### config.mk
export PLATFORM = sky130hd
export DESIGN_NAME = mouse_click_detector_flat
export DESIGN_NICKNAME = d
export VERILOG_FILES = /design/src/rtl/mcd_pkg.sv /design/src/rtl/mcd_rpt_if.sv /design/src/rtl/mcd_res_if.sv /design/src/rtl/mcd_core.sv /design/src/rtl/mouse_click_detector.sv /design/src/flat_wrapper.sv
export SDC_FILE = /design/constraint.sdc
export NUM_CORES = 1
export LEC_CHECK = 0
export BUFFER_PORTS_ARGS = -buffer_cell sky130_fd_sc_hd__buf_2
export CAP_MARGIN = 10
export CELL_PAD_IN_SITES_DETAIL_PLACEMENT = 0
export CELL_PAD_IN_SITES_GLOBAL_PLACEMENT = 1
export CORE_MARGIN = 10
export CORE_UTILIZATION = 25
export DETAILED_ROUTE_END_ITERATION = 7
export GPL_ROUTABILITY_DRIVEN = 0
export GPL_TIMING_DRIVEN = 0
export PLACE_DENSITY = 0.47
export SLEW_MARGIN = 10
export SYNTH_ARGS = -nofsm -noshare
export SYNTH_HDL_FRONTEND = slang
export SYNTH_HIERARCHICAL = 1
export SYNTH_SLANG_ARGS = --single-unit
### constraint.sdc
create_clock -name i_clk -period 7.4 [get_ports i_clk]
set_input_delay 0 -clock i_clk [delete_from_list [all_inputs] [get_ports i_clk]]
set_output_delay 0 -clock i_clk [all_outputs]
set_load 0.05 [all_outputs]
### src/rtl/mcd_pkg.sv
package mcd_pkg;

    localparam int TIME_W     = 32;
    localparam int WIN_W      = 16;
    localparam int WHEEL_W    = 8;
    localparam int COUNT_W    = 8;
    localparam int CFG_DATA_W = 16;
    localparam int CFG_IDX_W  = 2;

    localparam logic [COUNT_W-1:0] COUNT_MAX = '1;

    // register indexes of the configuration port
    localparam logic [CFG_IDX_W-1:0] REG_CLICK_WIN = 2'd0;
    localparam logic [CFG_IDX_W-1:0] REG_MULTI_WIN = 2'd1;
    localparam logic [CFG_IDX_W-1:0] REG_WHEEL     = 2'd2;

    localparam logic [WIN_W-1:0]   CLICK_WIN_RST = 16'd250;
    localparam logic [WIN_W-1:0]   MULTI_WIN_RST = 16'd500;
    localparam logic [WHEEL_W-1:0] WHEEL_RST     = 8'd24;

    typedef struct packed {
        logic [WIN_W-1:0]   click_win;
        logic [WIN_W-1:0]   multi_win;
        logic [WHEEL_W-1:0] wheel_mask;
    } t_cfg;

    typedef struct packed {
        logic moved;
        logic pressed;
        logic released;
        logic clicked;
        logic hovering;
        logic dragging;
    } t_flags;

endpackage

### src/rtl/mcd_rpt_if.sv
interface mcd_rpt_if #(
    parameter int COORD_BITS  = 12,
    parameter int BUTTON_BITS = 8
);
    logic                   valid;
    logic                   ready;
    logic [COORD_BITS-1:0]  pos_x;
    logic [COORD_BITS-1:0]  pos_y;
    logic [BUTTON_BITS-1:0] buttons;
    logic [31:0]            time_ms;

    modport source (output valid, output pos_x, output pos_y, output buttons,
                    output time_ms, input ready);
    modport sink   (input valid, input pos_x, input pos_y, input buttons,
                    input time_ms, output ready);
endinterface

### src/rtl/mcd_res_if.sv
interface mcd_res_if #(
    parameter int COORD_BITS  = 12,
    parameter int BUTTON_BITS = 8
);
    logic                   valid;
    logic                   ready;
    logic                   moved;
    logic [COORD_BITS-1:0]  prev_x;
    logic [COORD_BITS-1:0]  prev_y;
    logic                   pressed;
    logic                   released;
    logic                   clicked;
    logic                   hovering;
    logic                   dragging;
    logic [BUTTON_BITS-1:0] changed_buttons;
    logic [7:0]             click_count;

    modport source (output valid, output moved, output prev_x, output prev_y,
                    output pressed, output released, output clicked,
                    output hovering, output dragging, output changed_buttons,
                    output click_count, input ready);
    modport sink   (input valid, input moved, input prev_x, input prev_y,
                    input pressed, input released, input clicked,
                    input hovering, input dragging, input changed_buttons,
                    input click_count, output ready);
endinterface

### src/rtl/mcd_core.sv
module mcd_core #(
    parameter int COORD_BITS  = 12,
    parameter int BUTTON_BITS = 8
) (
    input  logic                          i_clk,
    input  logic                          i_rst_n,
    input  logic                          i_adv,
    input  mcd_pkg::t_cfg                 i_cfg,
    input  logic [COORD_BITS-1:0]         i_pos_x,
    input  logic [COORD_BITS-1:0]         i_pos_y,
    input  logic [BUTTON_BITS-1:0]        i_buttons,
    input  logic [mcd_pkg::TIME_W-1:0]    i_time_ms,
    output mcd_pkg::t_flags               o_flags,
    output logic [COORD_BITS-1:0]         o_prev_x,
    output logic [COORD_BITS-1:0]         o_prev_y,
    output logic [BUTTON_BITS-1:0]        o_changed,
    output logic [mcd_pkg::COUNT_W-1:0]   o_count
);
    import mcd_pkg::*;

    logic [COORD_BITS-1:0]  r_cur_x, r_cur_y, r_press_x, r_press_y;
    logic [BUTTON_BITS-1:0] r_held, r_press_btn;
    logic [TIME_W-1:0]      r_last_rpt, r_last_click;
    logic [COUNT_W-1:0]     r_clicks;

    logic [BUTTON_BITS-1:0] n_held;
    logic [COUNT_W-1:0]     n_clicks;
    logic [BUTTON_BITS+WHEEL_W-1:0] wheel_ext;
    logic [BUTTON_BITS-1:0] wheel_b;
    logic [TIME_W-1:0]      dt_rpt, dt_click;
    logic                   is_press, is_release, click_ok, in_multi;
    t_flags                 flags;
    logic [BUTTON_BITS-1:0] changed;

    assign wheel_ext = {{BUTTON_BITS{1'b0}}, i_cfg.wheel_mask};
    assign wheel_b   = wheel_ext[BUTTON_BITS-1:0];

    assign dt_rpt   = i_time_ms - r_last_rpt;
    assign dt_click = i_time_ms - r_last_click;

    assign is_press   = i_buttons > r_held;
    assign is_release = i_buttons < r_held;

    always_comb begin
        changed = '0;
        if (is_press) begin
            changed = i_buttons & ~r_held;
        end else if (is_release) begin
            changed = ~i_buttons & r_held;
        end
    end

    // stored position after this report is always the new one
    assign click_ok = is_release && (i_buttons == '0) && (changed == r_press_btn)
                      && (i_pos_x == r_press_x) && (i_pos_y == r_press_y)
                      && (dt_rpt <= {{(TIME_W-WIN_W){1'b0}}, i_cfg.click_win});
    assign in_multi = dt_click <= {{(TIME_W-WIN_W){1'b0}}, i_cfg.multi_win};

    always_comb begin
        n_clicks = r_clicks;
        if (click_ok) begin
            if (!in_multi) begin
                n_clicks = COUNT_W'(1);
            end else if (r_clicks != COUNT_MAX) begin
                n_clicks = r_clicks + COUNT_W'(1);
            end
        end else if (is_release) begin
            n_clicks = '0;
        end
    end

    assign n_held = i_buttons & ~wheel_b;

    always_comb begin
        flags.moved    = (i_pos_x != r_cur_x) || (i_pos_y != r_cur_y);
        flags.pressed  = is_press;
        flags.released = is_release;
        flags.clicked  = click_ok;
        flags.hovering = !is_press && !is_release;
        flags.dragging = !is_press && !is_release && (i_buttons != '0);
    end

    assign o_flags   = flags;
    assign o_prev_x  = r_cur_x;
    assign o_prev_y  = r_cur_y;
    assign o_changed = changed;
    assign o_count   = n_clicks;

    always_ff @(posedge i_clk) begin
        if (!i_rst_n) begin
            r_cur_x      <= '0;
            r_cur_y      <= '0;
            r_held       <= '0;
            r_press_btn  <= '0;
            r_press_x    <= '0;
            r_press_y    <= '0;
            r_last_rpt   <= '0;
            r_last_click <= '0;
            r_clicks     <= '0;
        end else if (i_adv) begin
            r_cur_x    <= i_pos_x;
            r_cur_y    <= i_pos_y;
            r_held     <= n_held;
            r_last_rpt <= i_time_ms;
            r_clicks   <= n_clicks;
            if (is_press) begin
                r_press_btn <= changed;
                r_press_x   <= i_pos_x;
                r_press_y   <= i_pos_y;
            end
            if (click_ok) begin
                r_last_click <= i_time_ms;
            end
        end
    end

endmodule

### src/rtl/mouse_click_detector.sv
// Pointer report classifier with multi-click counting. Each report (position,
// button mask, wrapping millisecond timestamp) yields one result: movement with
// the previous position, press / release / hover classification, drag, the
// changed button bits, and a click flag with a saturating click count. The
// block takes one report per clock cycle unless a stall holds it; a report
// passes from the input register to the result register, and a stalled
// result register holds the pipeline back only when both registers are full.
// The pointer and click state update from the input register as each report
// advances, setting the one-report-per-cycle rate. The window and wheel-mask
// registers may be written only while no report is in flight.
module mouse_click_detector #(
    parameter int COORD_BITS  = 12,
    parameter int BUTTON_BITS = 8
) (
    input  logic                              i_clk,
    input  logic                              i_rst_n,
    input  logic                              i_cfg_we,
    input  logic [mcd_pkg::CFG_IDX_W-1:0]     i_cfg_idx,
    input  logic [mcd_pkg::CFG_DATA_W-1:0]    i_cfg_data,
    mcd_rpt_if.sink                           i_rpt,
    mcd_res_if.source                         o_res
);
    import mcd_pkg::*;

    t_cfg                   r_cfg;

    logic                   r_in_vld;
    logic [COORD_BITS-1:0]  r_in_x, r_in_y;
    logic [BUTTON_BITS-1:0] r_in_btn;
    logic [TIME_W-1:0]      r_in_time;

    logic                   r_out_vld;
    t_flags                 r_flags;
    logic [COORD_BITS-1:0]  r_prev_x, r_prev_y;
    logic [BUTTON_BITS-1:0] r_changed;
    logic [COUNT_W-1:0]     r_count;

    logic                   adv, in_rdy;
    t_flags                 core_flags;
    logic [COORD_BITS-1:0]  core_prev_x, core_prev_y;
    logic [BUTTON_BITS-1:0] core_changed;
    logic [COUNT_W-1:0]     core_count;

    // item moves from the input register to the result register
    assign adv    = r_in_vld && (!r_out_vld || o_res.ready);
    assign in_rdy = !r_in_vld || adv;

    assign i_rpt.ready = in_rdy;

    always_ff @(posedge i_clk) begin
        if (!i_rst_n) begin
            r_cfg.click_win  <= CLICK_WIN_RST;
            r_cfg.multi_win  <= MULTI_WIN_RST;
            r_cfg.wheel_mask <= WHEEL_RST;
        end else if (i_cfg_we) begin
            case (i_cfg_idx)
                REG_CLICK_WIN: r_cfg.click_win  <= i_cfg_data;
                REG_MULTI_WIN: r_cfg.multi_win  <= i_cfg_data;
                REG_WHEEL:     r_cfg.wheel_mask <= i_cfg_data[WHEEL_W-1:0];
                default: ;
            endcase
        end
    end

    always_ff @(posedge i_clk) begin
        if (!i_rst_n) begin
            r_in_vld <= 1'b0;
        end else if (in_rdy) begin
            r_in_vld <= i_rpt.valid;
        end
    end

    always_ff @(posedge i_clk) begin
        if (in_rdy && i_rpt.valid) begin
            r_in_x    <= i_rpt.pos_x;
            r_in_y    <= i_rpt.pos_y;
            r_in_btn  <= i_rpt.buttons;
            r_in_time <= i_rpt.time_ms;
        end
    end

    mcd_core #(
        .COORD_BITS  (COORD_BITS),
        .BUTTON_BITS (BUTTON_BITS)
    ) u_core (
        .i_clk     (i_clk),
        .i_rst_n   (i_rst_n),
        .i_adv     (adv),
        .i_cfg     (r_cfg),
        .i_pos_x   (r_in_x),
        .i_pos_y   (r_in_y),
        .i_buttons (r_in_btn),
        .i_time_ms (r_in_time),
        .o_flags   (core_flags),
        .o_prev_x  (core_prev_x),
        .o_prev_y  (core_prev_y),
        .o_changed (core_changed),
        .o_count   (core_count)
    );

    always_ff @(posedge i_clk) begin
        if (!i_rst_n) begin
            r_out_vld <= 1'b0;
        end else if (adv) begin
            r_out_vld <= 1'b1;
        end else if (o_res.ready) begin
            r_out_vld <= 1'b0;
        end
    end

    always_ff @(posedge i_clk) begin
        if (adv) begin
            r_flags   <= core_flags;
            r_prev_x  <= core_prev_x;
            r_prev_y  <= core_prev_y;
            r_changed <= core_changed;
            r_count   <= core_count;
        end
    end

    assign o_res.valid           = r_out_vld;
    assign o_res.moved           = r_flags.moved;
    assign o_res.prev_x          = r_prev_x;
    assign o_res.prev_y          = r_prev_y;
    assign o_res.pressed         = r_flags.pressed;
    assign o_res.released        = r_flags.released;
    assign o_res.clicked         = r_flags.clicked;
    assign o_res.hovering        = r_flags.hovering;
    assign o_res.dragging        = r_flags.dragging;
    assign o_res.changed_buttons = r_changed;
    assign o_res.click_count     = r_count;

    a_one_class: assert property (@(posedge i_clk) disable iff (!i_rst_n)
        r_out_vld |-> $onehot({r_flags.pressed, r_flags.released, r_flags.hovering}))
        else $error("result not exactly one of press, release, hover");

    a_click_is_release: assert property (@(posedge i_clk) disable iff (!i_rst_n)
        r_out_vld && r_flags.clicked |-> r_flags.released && r_count != '0)
        else $error("click without release or with zero count");

    a_hover_no_change: assert property (@(posedge i_clk) disable iff (!i_rst_n)
        r_out_vld && r_flags.hovering |-> r_changed == '0)
        else $error("hover with changed buttons");

    a_drag_is_hover: assert property (@(posedge i_clk) disable iff (!i_rst_n)
        r_out_vld && r_flags.dragging |-> r_flags.hovering)
        else $error("drag outside hover");

    a_plain_release_clears: assert property (@(posedge i_clk) disable iff (!i_rst_n)
        r_out_vld && r_flags.released && !r_flags.clicked |-> r_count == '0)
        else $error("non-click release kept the click count");

    a_no_lost_item: assert property (@(posedge i_clk) disable iff (!i_rst_n)
        r_in_vld && !adv |=> r_in_vld)
        else $error("pending item dropped from input register");

endmodule
### src/flat_wrapper.sv
// flat-port wrapper written by rule: the top's interface ports become plain ports
module mouse_click_detector_flat import mcd_pkg::*;
#(
    parameter int COORD_BITS  = 12,
    parameter int BUTTON_BITS = 8
)
  (i_clk, i_rst_n, i_cfg_we, i_cfg_idx, i_cfg_data, i_rpt_valid, i_rpt_pos_x, i_rpt_pos_y, i_rpt_buttons, i_rpt_time_ms, i_rpt_ready, o_res_valid, o_res_moved, o_res_prev_x, o_res_prev_y, o_res_pressed, o_res_released, o_res_clicked, o_res_hovering, o_res_dragging, o_res_changed_buttons, o_res_click_count, o_res_ready);
  mcd_rpt_if #(.COORD_BITS(COORD_BITS), .BUTTON_BITS(BUTTON_BITS)) i_rpt_i ();
  mcd_res_if #(.COORD_BITS(COORD_BITS), .BUTTON_BITS(BUTTON_BITS)) o_res_i ();
  input  logic i_clk;
  input  logic i_rst_n;
  input  logic i_cfg_we;
  input  logic [mcd_pkg::CFG_IDX_W-1:0] i_cfg_idx;
  input  logic [mcd_pkg::CFG_DATA_W-1:0] i_cfg_data;
  input wire logic [$bits(i_rpt_i.valid)-1:0] i_rpt_valid;
  input wire logic [$bits(i_rpt_i.pos_x)-1:0] i_rpt_pos_x;
  input wire logic [$bits(i_rpt_i.pos_y)-1:0] i_rpt_pos_y;
  input wire logic [$bits(i_rpt_i.buttons)-1:0] i_rpt_buttons;
  input wire logic [$bits(i_rpt_i.time_ms)-1:0] i_rpt_time_ms;
  output wire logic [$bits(i_rpt_i.ready)-1:0] i_rpt_ready;
  output wire logic [$bits(o_res_i.valid)-1:0] o_res_valid;
  output wire logic [$bits(o_res_i.moved)-1:0] o_res_moved;
  output wire logic [$bits(o_res_i.prev_x)-1:0] o_res_prev_x;
  output wire logic [$bits(o_res_i.prev_y)-1:0] o_res_prev_y;
  output wire logic [$bits(o_res_i.pressed)-1:0] o_res_pressed;
  output wire logic [$bits(o_res_i.released)-1:0] o_res_released;
  output wire logic [$bits(o_res_i.clicked)-1:0] o_res_clicked;
  output wire logic [$bits(o_res_i.hovering)-1:0] o_res_hovering;
  output wire logic [$bits(o_res_i.dragging)-1:0] o_res_dragging;
  output wire logic [$bits(o_res_i.changed_buttons)-1:0] o_res_changed_buttons;
  output wire logic [$bits(o_res_i.click_count)-1:0] o_res_click_count;
  input wire logic [$bits(o_res_i.ready)-1:0] o_res_ready;
  assign i_rpt_i.valid = i_rpt_valid;
  assign i_rpt_i.pos_x = i_rpt_pos_x;
  assign i_rpt_i.pos_y = i_rpt_pos_y;
  assign i_rpt_i.buttons = i_rpt_buttons;
  assign i_rpt_i.time_ms = i_rpt_time_ms;
  assign i_rpt_ready = i_rpt_i.ready;
  assign o_res_valid = o_res_i.valid;
  assign o_res_moved = o_res_i.moved;
  assign o_res_prev_x = o_res_i.prev_x;
  assign o_res_prev_y = o_res_i.prev_y;
  assign o_res_pressed = o_res_i.pressed;
  assign o_res_released = o_res_i.released;
  assign o_res_clicked = o_res_i.clicked;
  assign o_res_hovering = o_res_i.hovering;
  assign o_res_dragging = o_res_i.dragging;
  assign o_res_changed_buttons = o_res_i.changed_buttons;
  assign o_res_click_count = o_res_i.click_count;
  assign o_res_i.ready = o_res_ready;
  mouse_click_detector #(.COORD_BITS(COORD_BITS), .BUTTON_BITS(BUTTON_BITS)) u_core (.i_clk(i_clk), .i_rst_n(i_rst_n), .i_cfg_we(i_cfg_we), .i_cfg_idx(i_cfg_idx), .i_cfg_data(i_cfg_data), .i_rpt(i_rpt_i), .o_res(o_res_i));
endmodule
### Yosys cells after proc, flatten, opt, wreduce, memory -nomap -nowiden

Index checks and enable logic that the tools add are counted.

| operators by class | value |
|---|---|
| bitwise operators | 6 |
| $add $sub $neg | 3 |
| eq/ne operators | 8 |
| reductions and logical operators | 25 |
| magnitude comparators | 4 |
| mux-type cells | 8 |

Operator list:

| kind | number |
|---|---|
| $le A32 B16 Y1 | 2 |
| $sub A32 B32 Y32 | 2 |
| $mux W8 | 6 |
| $and A8 B8 Y8 | 3 |
| $eq A12 B12 Y1 | 2 |
| $ne A12 B12 Y1 | 2 |
| $not A8 Y8 | 3 |
| $reduce_and A2 Y1 | 5 |
| $logic_and A1 B1 Y1 | 9 |
| $add A8 B1 Y8 const B | 1 |
| $eq A8 B8 Y1 | 1 |
| $gt A8 B8 Y1 | 1 |
| $logic_not A8 Y1 | 1 |
| $lt A8 B8 Y1 | 1 |
| $ne A8 B8 Y1 const B | 1 |
| $reduce_bool A8 Y1 | 1 |
| $logic_not A1 Y1 | 4 |
| $logic_or A1 B1 Y1 | 3 |
| $eq A2 B1 Y1 const B | 1 |
| $eq A2 B2 Y1 const B | 1 |
| $logic_not A2 Y1 | 1 |
| $mux W1 | 2 |
| $reduce_bool A2 Y1 | 1 |

| word-level totals | value |
|---|---|
| flip-flop bits (word level) | 288 |
| logic and storage cells | 82 |

### Longest topological paths before layout

Gate-level depths: netlist (run 1).

| logic depth | value |
|---|---|
| depth after elaboration | 10 |
| gate-level depth with buffers | 23 |
| gate-level depth less buffers | 21 |

### Hierarchy

The synthesis (run 1) kept the hierarchy.

Modules (own cells, without submodules):

| module | area an instance (um^2) | instances | cells each |
|---|---|---|---|
| mcd_core | 11,612.4 | 1 | 1,533 |
| mouse_click_detector | 4,996.0 | 1 | 279 |

### Worst setup path after synthesis (run 1)

No wires, ideal clock.

| timing | value |
|---|---|
| path kind | reg2reg |
| from | register u_core.r_in_time[0] |
| to | register u_core.r_count[0], in the netlist u_core/o_res.click_count[0] (data pin) |
| cell stages (with the launch flop) | 20 |
| library setup time | 0.256 ns |
| slack | 2.958 ns |
| arrival | 4.186 ns |
| clock period less this slack | 4.442 ns |
| path through | edfxtp_1 > inv_1 > ha_1 > fa_1 > nor2b_1 > o211ai_1 > a21o_1 > nand2_1 > a21oi_1 > o21bai_1 > xnor2_1 > ha_1 > nand4_1 > or4_1 > a221oi_1 > o311ai_1 > or2_1 > nor4_4 > o21ai_0 > a22o_1 |

| between the ends | value |
|---|---|
| word-level cells in the longest chain between the ends | 4 |
| elaborated cells on any way between the ends | 7 |

RTL lines:

| item | RTL line | text |
|---|---|---|
| start: declaration | mouse_click_detector.sv:30 | `logic [TIME_W-1:0] r_in_time;` |
| start signal: assignment | mouse_click_detector.sv:78 | `r_in_time <= i_rpt.time_ms;` |
| $sub A32 B32 Y32, on equally long branches | mcd_core.sv:39, mcd_core.sv:38 |  |
| $le A32 B16 Y1, on equally long branches | mcd_core.sv:57, mcd_core.sv:56 |  |
| $mux W8 / $logic_and A1 B1 Y1 (equally long branches) | mcd_core.sv:62, mcd_core.sv:56 |  |
| $mux W8 (*) | mcd_core.sv:61 | `if (click_ok) begin` |
| net u_core.core_count[0] | mouse_click_detector.sv:42 | `logic [COUNT_W-1:0] core_count;` |
| end signal: assignment | mouse_click_detector.sv:117 | `r_count <= core_count;` |
| end: declaration | mouse_click_detector.sv:36 | `logic [COUNT_W-1:0] r_count;` |

Mark *: on every way through the listed nets, which the timed path passes. The rest lies on a longest branch.
A chain may end at the register's enable or synchronous reset.

### Worst setup path after layout (run 1)

| timing | value |
|---|---|
| from | register u_core.r_in_time[1] |
| to | register u_core.r_count[0], in the netlist u_core/o_res.click_count[0] (data pin) |

Same word-level chain as after synthesis.

==> results.cfg, run 1 <==
[synth]
synth_ff_type = dfxtp_1
synth_top_area_share_pct = 21.46
synth-seq-area-share_pct = 41.34
async_flop_share_pct = 0
syn_inst = 1812
ys_ff_latch = 288
syn_avg_cell_area_um2 = 9.166
syn-num-nets = 2013
synth_cell_types = 86
syn-cell-area_um2 = 16610
synthMostInstantiatedCell = nand2_1
netlist_top_cells_count = 195 x nand2_1, 178 x dfxtp_1, 164 x nor2_1
yosysTopAreaCell = dfxtp_1
synth_warnings = 6
synth_area_leaders = dfxtp_1 21%, edfxtp_1 20%, ha_1 8.4%, mux2i_1 7.8%, nand2_1 4.4%
synth-edff-count = 110

[floorplan]
ioPinCount = 135
die-width_um = 277.7
start_util_pct = 25.22
core_area_um2 = 65860
row_count = 94
die_y_um = 277.7
die_area_um2 = 77140

[sta]
timing.final.crit_share_pct = 74.23
drv_slew = 0
rsz0062_at_grt = false
hold_viol_final = 0
skew_ns = 0.02119
tightest_slew_ns = 1.121
period_minus_slack_ns = 5.493
tns_ns = 0
slew_headroom_pct = 25.24
clock.fmax_ghz = 0.1820
whs_ns = 0.1448
setup_viol = 0

[global_routing]
grt_pass1_wl_um = 83500
grt_pass1_vias = 14076
grt_max_degree = 29
grt_use_total_pct = 13.61
grt-ovfl-total = 0
antenna_found_initial = 0

[clocking]
cts_made_buffers = 38
cts_buffer_depth = 3
cts_tree = yes
ctsResizeCount = 0
cts_sinks = 288
clk_latency_ns = 0.57
clk_pin_slew_ns = 0.06
cts_max_level = 2
clock_tree.root_cell = clkbuf_16

[drt]
routed-via-count = 13726
drt_wl_total_um = 54050
ant_nets = 0
drt_iter0_markers = 616
firstDrtPassIters = 7
drc_errors = 0
viasPerCell = 4.615
drt-wirelength-per-cell_um = 18.18

[setup_path]
worst_ep_arrival_time_ns = 5.80
path_class = flop to flop
critical_path_required_ns = 7.71
cp_max_fo = 8
endpoint_kind = flop
start_kind = flop

[layout]
finish.instance_area_um2 = 20730
area_growth_pct = 24.80
final_nets = 2281
drive_gt1_share_pct = 11.99
fillers = 6948
fin_cells = 2974
antenna_cells = 0

[placed_design]
numPlacedInstances = 2814
io_buffers = 134
dpl_cell_area_um2 = 18470
dp_hpwl_um = 42740

[worst_hold_path]
min_path_type = input pin to flop

[power]
ir_worst_vdd_v = 0.0001325
power_density_nw_per_um2 = 218.8
leakage_nw = 7.922

[run]
drv_cap = 0

[status]
status = finished, final reports clean
cell usage in the layout, fill, tap and decap left out, types with 24 or more instances in the layout:
| cell | count |
|---|---|
| a21o_1 | 24 |
| a21oi_1 | 128 |
| buf_2 | 143 |
| clkbuf_1 | 59 |
| clkbuf_16 | 40 |
| dfxtp_1 | 178 |
| dlygate4sd3_1 | 90 |
| edfxtp_1 | 110 |
| ha_1 | 112 |
| inv_1 | 137 |
| mux2i_1 | 129 |
| nand2_1 | 195 |
| nand3_1 | 40 |
| nand4_1 | 43 |
| nor2_1 | 164 |
| nor3_1 | 34 |
| nor4_1 | 24 |
| o21ai_0 | 49 |
| xnor2_1 | 45 |
| xor2_1 | 47 |
worst paths after layout:
kind	from	to	slack (ns)	cells after the start
setup / recovery	u_core/r_in_time[1]	u_core/o_res.click_count[0]	1.91	18
hold / removal	i_rpt_buttons[6]	u_core/r_in_btn[6]	0.14	2
setup reg to reg	u_core/r_in_time[1]	u_core/o_res.click_count[0]	1.91	18
hold reg to reg	u_core/u_core/r_press_x[9]	u_core/u_core/r_press_x[9]	0.47	2
final cells by class:
class	instances	area, µm²	share of cell area [%]
Buffer	81	380.4	1.835
Clock buffer	51	1102	5.318
Clock inverter	19	257.7	1.244
Inverter	138	518.0	2.499
Multi-Input combinational cell	1305	8862	42.76
Sequential cell	288	6867	33.13
Tap cell	864	1081	5.216
Timing Repair Buffer	228	1659	8.004
through the flow:
step | util [%] | power (mW) | setup WS, ns
after floorplan | - | 2.313 | 2.958
after global placement | 27.88 | 2.556 | 0.8378
after detailed placement | 28.04 | 2.561 | 1.781
after CTS | 31.47 | 4.624 | 1.715
after global routing | 31.47 | 4.771 | 1.454
final | 31.47 | 4.535 | 1.907
critical path, stage by stage (launching register included):
cell,delay (ns)
edfxtp_1,0.48
inv_1,0.17
fa_1,0.48
nor2b_1,0.19
o211ai_1,0.22
a21o_1,0.25
nand2_1,0.10
a21oi_1,0.07
o21bai_1,0.16
xnor2_1,0.14
ha_1,0.34
nand4_1,0.14
or4_1,0.60
a221oi_1,0.31
o311ai_1,0.20
or2_1,0.28
nor4_4,0.66
o21ai_0,0.19
a22o_1,0.25
sequential cells by signal (all words and copies together), names as in the netlist, 12 cells and up:
| signal | flops |
|---|---|
| u_core/u_core/r_press_y | 12 |
| u_core/r_in_x | 12 |
| u_core/u_core/o_prev_x | 12 |
| u_core/u_core/o_prev_y | 12 |
| u_core/u_core/r_press_x | 12 |
| u_core/u_core/r_last_click | 32 |
| u_core/o_res.prev_x | 12 |
| u_core/u_core/r_last_rpt | 32 |
| u_core/r_cfg | 40 |
| u_core/o_res.prev_y | 12 |
| u_core/r_in_time | 32 |
| u_core/r_in_y | 12 |
cells by family after synthesis:
logic type                 share of synthesized area (%)
and+or+nand+nor                                    17.83
AOI/OAI and AO/OA                                  13.77
DFF                                                41.34
buffers and inverters                              5.409
muxes                                              8.114
adders and majority gates                          8.679
xor gates and xnor gates                           4.852
layer usage:
metal | routed length (µm) | track usage (%) | share of wire, % | up-vias
met3 | 1706 | 1.834 | 3.2 | 65
met5 | 0 | 0 | 0 | -
met4 | 1180 | 3.784 | 2.2 | 0
met1 | 24710 | 17.08 | 46 | 6460
met2 | 26460 | 23.91 | 49 | 211
li1 | - | - | - | 6990
report_power, final:
group	total, mW	switching [mW]	internal, mW
combinational	0.769	0.474	0.295
clock	1.98	0.775	1.20
sequential	1.79	0.0636	1.72
total	4.53	1.31	3.22
repair_timing:
action	4_1_cts	5_1_grt
endpoints found under the hold margin	114	0
hold buffers	90	0
setup buffers	0	0
(Power assumes the default switching activity.)
==> run 2, diff against run 1 <==
Settings changed: PLACE_DENSITY 0.47 to 0.49.
Clock period 7.4 ns to 4.5 ns, I/O delays scaled along.
==> run 2 against run 1 <==
Effect of this change:
- the flow now finishes with violations (negative setup slack)
- sequential power increased by 64%
- first-iteration DRC count increased by 5.4%
- design area increased by 5.1%
- hold slack improved by 0.0097 ns
- die area unchanged
- count of clock-buffer cells in the layout decreased by 2
- core utilization increased by 1.6 points
- largest power group is now registers
- global-route usage increased by 0.085 points
- register-to-register slack got worse by 2.2 ns
==> results.cfg, run 2 (synthesis results as in run 1) <==
[setup_path]
cp_slowest_cell = or4_4
start_kind = flop
r2r_end = u_core/o_res.click_count[0]
crit_buf_inv = 2
reg2reg_from = u_core/r_in_time[0]
worstPathCellList = inv_2 -> ha_4 -> fa_2 -> nor2b_2 -> o211ai_1 -> a21o_1 -> nand2_2 -> a21oi_2 -> o21bai_2 -> xnor2_2 -> ha_4 -> nand4_1 -> or4_4 -> a221oi_4 -> o311ai_4 -> or2_1 -> nor4_4 -> buf_6 -> o21ai_2 -> a22o_1
cpPeakStageDelay_ns = 0.59
endpoint_kind = flop
cp_common_cell = ha_4
cp_top_family = simple AND/OR/NAND/NOR gates
cp_max_fo = 5
r2r_cells = 20
reg2reg_slack_ns = -0.34
path_class = flop to flop
worst_ep_arrival_time_ns = 5.13
critical_path_required_ns = 4.79

[power]
power_density_nw_per_um2 = 334.0
leakage_nw = 8.303
p_int_mw = 5.140
ir_worst_vdd_v = 0.0002255
p_comb_share_pct = 19.2
p_sw_share_pct = 29.32
seq_power_share_pct = 40.4
clockPowerShare_pct = 40.4
total_power_mw = 7.272
p_sw_mw = 2.132

[clocking]
cts_max_level = 2
cts_buffer_depth = 3
cts_sinks = 288
clk_latency_ns = 0.56
cts_made_buffers = 39
clk_pin_slew_ns = 0.06
cts_tree = yes
clock_tree.root_cell = clkbuf_16

[layout]
fin_cells = 3041
largest_reg_flops = 40
drive_gt1_share_pct = 17.55
fillers = 6859
final_nets = 2349
multiInputGateArea_um2 = 9369
post-route-util_pct = 33.06
area_growth_pct = 31.11
final_common_cell = nand2_1
seq_area_um2 = 6867
layout_common_cells = 192 x nand2_1, 178 x dfxtp_1, 162 x nor2_1, 138 x buf_2, 135 x inv_1
antenna_cells = 0
finish.instance_area_um2 = 21770
top_register = u_core/r_cfg

[floorplan]
core_area_um2 = 65860
ioPinCount = 135
die-width_um = 277.7
die_y_um = 277.7
start_util_pct = 25.22
row_count = 94
die_area_um2 = 77140

[placed_design]
numPlacedInstances = 2814
io_buffers = 134
dp_hpwl_um = 42150
preCtsSetupSlack_ns = -1.125
dpl_cell_area_um2 = 18470

[sta]
setup_viol = 47
timing.final.crit_share_pct = 107.5
drv_slew = 0
period_minus_slack_ns = 4.838
rsz0062_at_grt = true
slew_headroom_pct = 29.93
hold_viol_final = 0
clock.fmax_ghz = 0.2067
layout_setup_ws_ns = -0.3383
tightest_slew_ns = 1.051
skew_ns = 0.02320

[status]
violations = negative setup slack
status = finished with violations

[drt]
highest_layer = met4
routed-via-count = 14061
ant_nets = 0
wl_met3_um = 1559
drc_errors = 0
viasPerCell = 4.624
firstDrtPassIters = 5
drt_iter0_markers = 649
drt_wl_total_um = 54750
drt-wirelength-per-cell_um = 18.00
met1_length_um = 24380
wl_met2_um = 27420

[global_routing]
grt_pass1_vias = 14390
antenna_found_initial = 0
grt_use_total_pct = 13.69
grt_max_degree = 27
grt-ovfl-total = 0
grt_pass1_wl_um = 84190

[worst_hold_path]
holdPathEnd = u_core/r_in_x[6]
hold_path_startpoint = i_rpt_pos_x[6]
min_path_type = input pin to flop
hold_depth = 2

[run]
drv_cap = 0
run 2: changes by cell type in the layout (fill, tap and decap cells not counted), sizes merged:
cell / previous run / this run
dlygate4sd3: 90 / 91
clkinvlp: 1 / 3
clkinv: 11 / 14
clkbuf: 105 / 102
inv: 141 / 140
buf: 165 / 232
bufinv: 4 / 2
run 2: metrics by stage:
stage | setup TNS, ns | hold slack (ns)
global route | -17.48 | 0.1389
finish | -6.281 | 0.1545
detailed placement | -48.61 | 0.1781
CTS | -10.58 | 0.1185
floorplan | 0 | 0.09887
global placement | -376.30 | 0.1786
run 2: final cells by class:
class                           count  share of cell area (%)
Clock buffer                       49                   4.746
Inverter                          138                   2.379
Multi-Input combinational cell   1305                   43.03
Tap cell                          864                   4.965
Sequential cell                   288                   31.53
Buffer                             79                   1.925
Timing Repair Buffer              297                   10.62
Clock inverter                     21                  0.8045
run 2: worst reg2reg max path, cell delays in order, from the launching register on:
cell,delay [ns]
edfxtp_1,0.38
inv_2,0.07
ha_4,0.16
fa_2,0.40
nor2b_2,0.15
o211ai_1,0.17
a21o_1,0.24
nand2_2,0.09
a21oi_2,0.06
o21bai_2,0.16
xnor2_2,0.12
ha_4,0.30
nand4_1,0.15
or4_4,0.59
a221oi_4,0.33
o311ai_4,0.16
or2_1,0.29
nor4_4,0.30
buf_6,0.18
o21ai_2,0.06
a22o_1,0.22
run 2: power by group through the flow:
stage          sequential (mW)  clock, mW  combinational [mW]
5_1_grt                   2.95       3.15                1.54
3_5_place_dp              3.00          0                1.21
6_report                  2.94       2.94                1.40
2_1_floorplan             3.03          0               0.774
4_1_cts                   2.94       3.05                1.35
3_3_place_gp              3.01          0                1.19
run 2: per-layer routing:
| metal | up-vias | GRT usage [%] |
|---|---|---|
| li1 | 7123 | - |
| met1 | 6674 | 16.70 |
| met2 | 197 | 24.52 |
| met3 | 67 | 1.750 |
| met4 | 0 | 4.269 |
| met5 | - | 0 |
run 2: how the worst max path moves through the flow:
stage                                endpoint  cells after the start  slack, ns                 from
2_1_floorplan     u_core/o_res.click_count[0]                     19       0.06  u_core/r_in_time[0]
3_5_place_dp      u_core/o_res.click_count[0]                     16      -1.12  u_core/r_in_time[1]
4_1_cts           u_core/o_res.click_count[1]                     23      -0.43  u_core/r_in_time[0]
5_1_grt           u_core/o_res.click_count[0]                     20      -0.56  u_core/r_in_time[0]
3_3_place_gp   u_core/u_core/r_last_click[22]                      7      -2.09   u_core/o_res.valid
6_report          u_core/o_res.click_count[0]                     20      -0.34  u_core/r_in_time[0]
run 2: timing repair:
action,CTS,global route
cloned,4,0
endpoints found under the setup margin,49,49
gates resized for setup,79,58
buffers inserted,48,24
pin swaps,49,54
endpoints found under the hold margin,117,0
hold buffers,91,0
